## src/kmat_pkg.sv

```systemverilog
// ----------------------------------------------------------------------------
// kmat_pkg
// Shared types and constants of the keyed group-by maximum engine.
// ----------------------------------------------------------------------------
package kmat_pkg;

  // table sizes and key width
  localparam int AGENT_SLOTS  = 256;
  localparam int REGION_SLOTS = 128;
  localparam int KEY_BITS     = 64;

  // fixed field widths
  localparam int IN_KEY_W  = 64;
  localparam int RATE_W    = 11;
  localparam int IDX_W     = 8;
  localparam int STAT_W    = 2;

  // derived widths: both tables share one store, region table sits above agent table
  localparam int TOTAL_SLOTS = AGENT_SLOTS + REGION_SLOTS;
  localparam int ADDR_W      = $clog2(TOTAL_SLOTS);
  localparam int MAX_SLOTS   = (AGENT_SLOTS > REGION_SLOTS) ? AGENT_SLOTS : REGION_SLOTS;
  localparam int SCAN_W      = $clog2(MAX_SLOTS + 1);
  localparam int A_CNT_W     = $clog2(AGENT_SLOTS + 1);
  localparam int R_CNT_W     = $clog2(REGION_SLOTS + 1);
  localparam int CMP_W       = (SCAN_W > IDX_W) ? SCAN_W : IDX_W;

  // maximum given to a freshly inserted key: -1.0 in tenths
  localparam logic signed [RATE_W-1:0] INIT_MAX = -11'sd10;

  // request types
  localparam logic REQ_RECORD = 1'b0;
  localparam logic REQ_READ   = 1'b1;

  // table select
  localparam logic TAB_AGENT  = 1'b0;
  localparam logic TAB_REGION = 1'b1;

  // update status codes
  typedef enum logic [STAT_W-1:0] {
    ST_MATCH  = 2'd0,
    ST_INSERT = 2'd1,
    ST_FULL   = 2'd2
  } status_t;

  // result of the shared compare unit
  typedef struct packed {
    logic                     key_eq;
    logic                     raise;
    logic signed [RATE_W-1:0] new_max;
  } cmp_res_t;

endpackage

```

## src/kmat_cmp.sv

```systemverilog
// ----------------------------------------------------------------------------
// kmat_cmp
// Shared compare unit: key equality and signed maximum of rating and stored max.
// ----------------------------------------------------------------------------
module kmat_cmp (
  input  logic [kmat_pkg::KEY_BITS-1:0]      key_a,
  input  logic [kmat_pkg::KEY_BITS-1:0]      key_b,
  input  logic signed [kmat_pkg::RATE_W-1:0] rating,
  input  logic signed [kmat_pkg::RATE_W-1:0] max_in,
  output kmat_pkg::cmp_res_t                 res
);
  import kmat_pkg::*;

  // key match and strict raise of the maximum
  always_comb begin
    res.key_eq  = (key_a == key_b);
    res.raise   = (rating > max_in);
    res.new_max = res.raise ? rating : max_in;
  end

endmodule

```

## config.mk

```make
export PLATFORM = sky130hd
export DESIGN_NAME = kmat_cmp
export DESIGN_NICKNAME = d
export VERILOG_FILES = /design/src/kmat_pkg.sv /design/src/kmat_cmp.sv
export SDC_FILE = /design/constraint.sdc
export NUM_CORES = 1
export LEC_CHECK = 0
export BUFFER_PORTS_ARGS = -buffer_cell sky130_fd_sc_hd__buf_2
export CORE_MARGIN = 3
export CORE_UTILIZATION = 33
export DETAILED_ROUTE_END_ITERATION = 7
export PLACE_DENSITY = 0.88
export REMOVE_ABC_BUFFERS = 1
export SLEW_MARGIN = 40
export SYNTH_ARGS = -nofsm -noshare
export SYNTH_HDL_FRONTEND = slang
export SYNTH_SLANG_ARGS = --single-unit
```

## constraint.sdc

```tcl
create_clock -name vclk -period 2.2
set_clock_uncertainty 0.05 [all_clocks]
set_input_delay 0.33 -clock vclk [all_inputs]
set_output_delay 0.33 -clock vclk [all_outputs]
set_load 0.01 [all_outputs]
```

==> run summary, run 1 <==
====================================================================================
Detailed router's first-iteration violation count                                116
GR Util met3                                                                   5.06%
Max-slew violation count                                                           0
Biggest fanout along the worst timing path                                         5
Slew @ Worst Pin                                                            0.364 ns
Boundary Pins                                                                    163
Routing layer with the top usage in global route                                met2
Area of the core                                                        0.00420 mm^2
Post-route fraction of the period consumed by the critical path                 115%
# DRC                                                                              0
Synthesis warning total                                                            0
Total power divided by cell area                                         243 mW/mm^2
Antenna violations before repair                                                   0
Total number of vias                                                            2206
Tightest Hold Check Type                                                      in2out
Global routing usage on met1                                                   21.3%
Layout-stage area growth over the synthesis result                             90.7%
Mean cell area of the mapped netlist                                       8.20 um^2
Final worst-path setup slack                                               -0.324 ns
Detail Placement HPWL                                                        5340 um
Met2 capacity usage during global routing                                      47.4%
Detailed-router iteration count before antenna repair                              4
Final ANT Viol Nets                                                                0
Per-cell via count in the routed design                                         5.25
Hold slack final                                                            0.977 ns
I/O Buffers                                                                      163
Number of hold buffers added after cts                                             0
Critical setup path kind                                                      in2out
Routed wirelength normalized by instance count                               17.0 um
Hold path startpoint                                                       max_in[6]
Starting Density                                                               35.7%
Setup repair after global routing missed its margin                              yes
Antenna cells                                                                      0
Floorplan row count                                                               23
GRT Total Usage                                                                22.6%
Rel. slew slack                                                                75.7%
Register area                                                                 0 um^2
Violations in the final reports                                         negative setup slack
Wire length of the first global-routing pass                                 9720 um
Layout net count                                                                 533
Kind of start point of the critical path                                  input port
Final Core Density                                                             68.1%
Post-synth design cell area                                             0.00150 mm^2
Clock buffers                                                                      0
Count of sequential standard cells                                                 0
Synth cell types                                                                  28
Die area                                                                0.00539 mm^2
Share of final-layout standard cells stronger than drive strength 1            63.8%
Final number of setup-violating endpoints                                         12
Vias in the first global route                                                  2249
Die boundary height                                                          73.5 um
Sequential area share after synthesis                                             0%
Data required time of the worst path                                         1.82 ns
Min Clock Period, post-route                                                 2.52 ns
Horiz. Die Dim                                                               73.5 um
Critical path endpoint category                                           output pin
First element of the critical path                                         max_in[8]
Peak supply drop                                                            0.112 mV
Weighted congestion at the end of routability-driven global placement          0.847
Maximum number of pins on one net before global-route repair                      17
Run status                                                              finished, violations left
Final Hold Violating Endpoints                                                     0
Total wire length after detailed routing                                     7140 um
Peak clock frequency supported by timing                                     396 MHz
Congestion Overflow GR                                                             0
Number of max-capacitance violations reported                                      0
Worst hold path stage count                                                        3
Static leakage power                                                         1.49 nW
Arrival time at the worst endpoint                                           2.14 ns
Synthesized instance count                                                       183
====================================================================================
## path summary, 6_finish.rpt
check	end	slack (ns)
setup / recovery	res[4]	-0.32
hold / removal	res[6]	0.98
## per-layer routing
metal / wire, um / vias to the layer above
met5: 0 / -
met4: 208 / 0
met3: 554 / 21
met2: 4070 / 120
met1: 2310 / 1001
li1: - / 1064
## power breakdown
part	internal (mW)	leakage, nW	switching, mW	total [mW]
combinational	0.373	1.49	0.323	0.695
sequential	0	0	0	0
clock	0	0	0	0
total	0.373	1.49	0.323	0.695
## placed cells by master (no fill, tap or decap), types with 4 or more instances in the layout
cell       count
o211ai_2      10
nor4_1        17
o221a_1       10
nand4_1        7
inv_1         17
xor2_1        64
a21oi_2        4
ha_4           6
buf_2        157
a2bb2oi_1      5
a2bb2oi_2      5
ha_1           4
buf_4         24
buf_6          8
## cells in the mapped netlist
master | instances | share of area, %
nand2_2 | 1 | 0.42
buf_2 | 5 | 1.7
and2_1 | 1 | 0.42
and2_4 | 1 | 0.58
clkbuf_1 | 1 | 0.25
xor2_1 | 64 | 37
a211o_1 | 2 | 1.2
nand4_4 | 1 | 1.4
o2111a_1 | 1 | 0.75
nand3_1 | 1 | 0.33
o221a_1 | 10 | 7.5
o211ai_2 | 10 | 8.3
nor2_1 | 1 | 0.25
a21oi_1 | 4 | 1.3
ha_1 | 11 | 9.2
a21oi_4 | 1 | 1.1
o31a_1 | 1 | 0.58
o21a_1 | 2 | 1.0
nor4_1 | 18 | 7.5
nand4_1 | 7 | 2.9
or3_1 | 1 | 0.42
nor4b_1 | 1 | 0.58
nand3_2 | 1 | 0.67
a2bb2oi_1 | 10 | 5.8
nand3b_1 | 1 | 0.50
a21o_1 | 2 | 1.0
inv_1 | 22 | 5.5
buf_6 | 2 | 1.5
## through the flow
step                TNS (ns)  cells  cell area [um^2]  worst slack (ns)  power (mW)
floorplan              -8.89    175              1450            -0.754       0.282
finish                 -3.20    420              2860            -0.324       0.695
global placement       -4.61    406              2460            -0.401       0.536
CTS                    -2.60    415              2700            -0.268       0.619
global route           -3.87    420              2860            -0.373       0.746
detailed placement     -5.55    406              2460            -0.487       0.555
## worst max-delay path, stage by stage
cell and delay (ns):
buf_6 0.10, inv_4 0.05, ha_4 0.19, a211o_1 0.33, a21oi_4 0.22, buf_6 0.14, buf_6 0.11, nand3_4 0.12
a2bb2oi_2 0.19, o221a_1 0.21, buf_2 0.14
## cell type report
class | count | area [um^2]
fill | 315 | 1340
multi-input combinational | 157 | 1610
timing repair buffer | 191 | 1100
tap | 50 | 62.6
inverter | 22 | 87.6
## repair_timing
item	CTS	global route
pin swaps	9	16
buffers inserted	5	4
gates cloned	4	1
setup endpoints to repair	12	12
hold endpoints to repair	0	0
resized for setup	28	24
## kinds of logic (layout without fill, tap and decap cells)
kind of cell	Yosys count	after routing	synth area share (%)
xor+xnor	64	64	37.3
compound gates	43	44	28.6
simple gates	35	38	16.0
buf+inv	30	213	8.92
fa+ha+maj	11	11	9.17
(Power assumes the default switching activity.)
==> inputs of run 2 (changes only) <==
==> constraint.sdc (replaced) <==
create_clock -name vclk -period 2.2
set_clock_uncertainty 0.05 [all_clocks]
set_input_delay 0.22 -clock vclk [all_inputs]
set_output_delay 0.22 -clock vclk [all_outputs]
set_load 0.01 [all_outputs]
==> run summary, run 2 (synthesized netlist as in run 1, its figures left out) <==
=====================================================================================
Run status                                                               finished, violations left
Violations in the final reports                                          negative setup slack
Congestion Overflow GR                                                              0
Floorplan row count                                                                23
Final number of setup-violating endpoints                                          10
Setup repair after global routing missed its margin                               yes
Critical setup path kind                                                       in2out
Max-slew violation count                                                            0
Total wire length after detailed routing                                      6280 um
Detailed-router iteration count before antenna repair                               4
Area of combinational cells with multiple inputs                         0.00156 mm^2
Post-route fraction of the period consumed by the critical path                  103%
Die area                                                                 0.00539 mm^2
Data required time of the worst path                                          1.93 ns
Peak supply drop                                                             0.104 mV
Number of hold buffers added after cts                                              0
Antenna violations before repair                                                    0
Placed Cells                                                                      399
Wire length of the first global-routing pass                                  8730 um
Total number of vias                                                             2088
Most frequent standard cell in the layout excluding fill and tap cells          buf_2
Register area                                                                  0 um^2
Post-layout instance count excluding filler cells                                 405
Final worst-path setup slack                                               -0.0661 ns
Highest-count cells in the layout ignoring fill and taps                 161 x buf_2, 64 x xor2_1, 17 x nor4_1
Clock buffers                                                                       0
GRT Total Usage                                                                 20.0%
# DRC                                                                               0
Die boundary height                                                           73.5 um
Worst slack at placement                                                    -0.235 ns
Detail Placement HPWL                                                         5170 um
Number of max-capacitance violations reported                                       0
Boundary Pins                                                                     163
Kind of start point of the critical path                                   input port
Layout-stage area growth over the synthesis result                              77.3%
Count of sequential standard cells                                                  0
Total power divided by cell area                                          234 mW/mm^2
Arrival time at the worst endpoint                                            2.00 ns
Weighted congestion at the end of routability-driven global placement           0.863
Antenna cells                                                                       0
Layout net count                                                                  518
Detailed router's first-iteration violation count                                  67
Slew @ Worst Pin                                                             0.336 ns
Hold slack final                                                             0.760 ns
Starting Density                                                                35.7%
Filler Cells Inserted                                                             355
Area of the core                                                         0.00420 mm^2
Tightest Hold Check Type                                                       in2out
Peak clock frequency supported by timing                                      441 MHz
Rel. slew slack                                                                 77.6%
Maximum number of pins on one net before global-route repair                       13
Share of final-layout standard cells stronger than drive strength 1             61.1%
Vias in the first global route                                                   2101
Static leakage power                                                          1.39 nW
Final Hold Violating Endpoints                                                      0
Biggest fanout along the worst timing path                                         12
Routed wirelength normalized by instance count                                15.5 um
I/O Buffers                                                                       163
Total power                                                                    622 uW
Critical path endpoint category                                            output pin
Per-cell via count in the routed design                                          5.16
Min Clock Period, post-route                                                  2.27 ns
Final ANT Viol Nets                                                                 0
Horiz. Die Dim                                                                73.5 um
=====================================================================================
[run 2: cell types whose count changed in the layout (fill, tap and decap cells not counted), sizes merged]
cell,change
clkbuf,-1
and2,-1
buf,-12
or3,-1
[run 2: stage by stage]
step | utilization, % | setup TNS [ns] | instance area (um^2)
2_1_floorplan | - | -6.25 | 1450
3_3_place_gp | 57.4 | -1.96 | 2410
3_5_place_dp | 57.4 | -2.62 | 2410
4_1_cts | 60.4 | -0.335 | 2540
5_1_grt | 63.4 | -1.03 | 2660
6_report | 63.4 | -0.322 | 2660
[run 2: report_power, final]
part           switching (mW)  total [mW]  internal, mW
Combinational           0.293       0.622         0.330
Sequential                  0           0             0
Clock                       0           0             0
Total                   0.293       0.622         0.330
[run 2: path summary, 6_finish.rpt]
kind | start | endpoint | slack, ns | depth (start not counted)
setup / recovery | rating[8] | res[7] | -0.07 | 10
hold / removal | max_in[8] | res[8] | 0.76 | 3
[run 2: layout make-up]
class                           count  area share [%]
Inverter                           22            3.20
Multi-Input combinational cell    155            58.7
Tap cell                           50            2.35
Timing Repair Buffer              178            35.8
[run 2: repair_timing]
item                       4_1_cts  5_1_grt
pin swaps                        9       10
gates resized for setup         18       17
setup buffers                    2        2
setup endpoints to repair       12       12
gates cloned                     1        1
[run 2: worst max-delay path: stages]
cell	delay (ns)
buf_2	0.12
ha_4	0.27
buf_4	0.11
nand4_4	0.11
a211o_4	0.39
nand2_4	0.14
buf_8	0.17
a2bb2oi_1	0.09
o221a_1	0.23
buf_2	0.14
[run 2: routing by layer]
| layer | wire length (um) | track usage [%] | up-vias |
|---|---|---|---|
| li1 | - | - | 1032 |
| met4 | 155 | 5.43 | 0 |
| met2 | 3490 | 41.3 | 110 |
| met3 | 559 | 4.38 | 15 |
| met5 | 0 | 0 | - |
| met1 | 2080 | 19.2 | 931 |
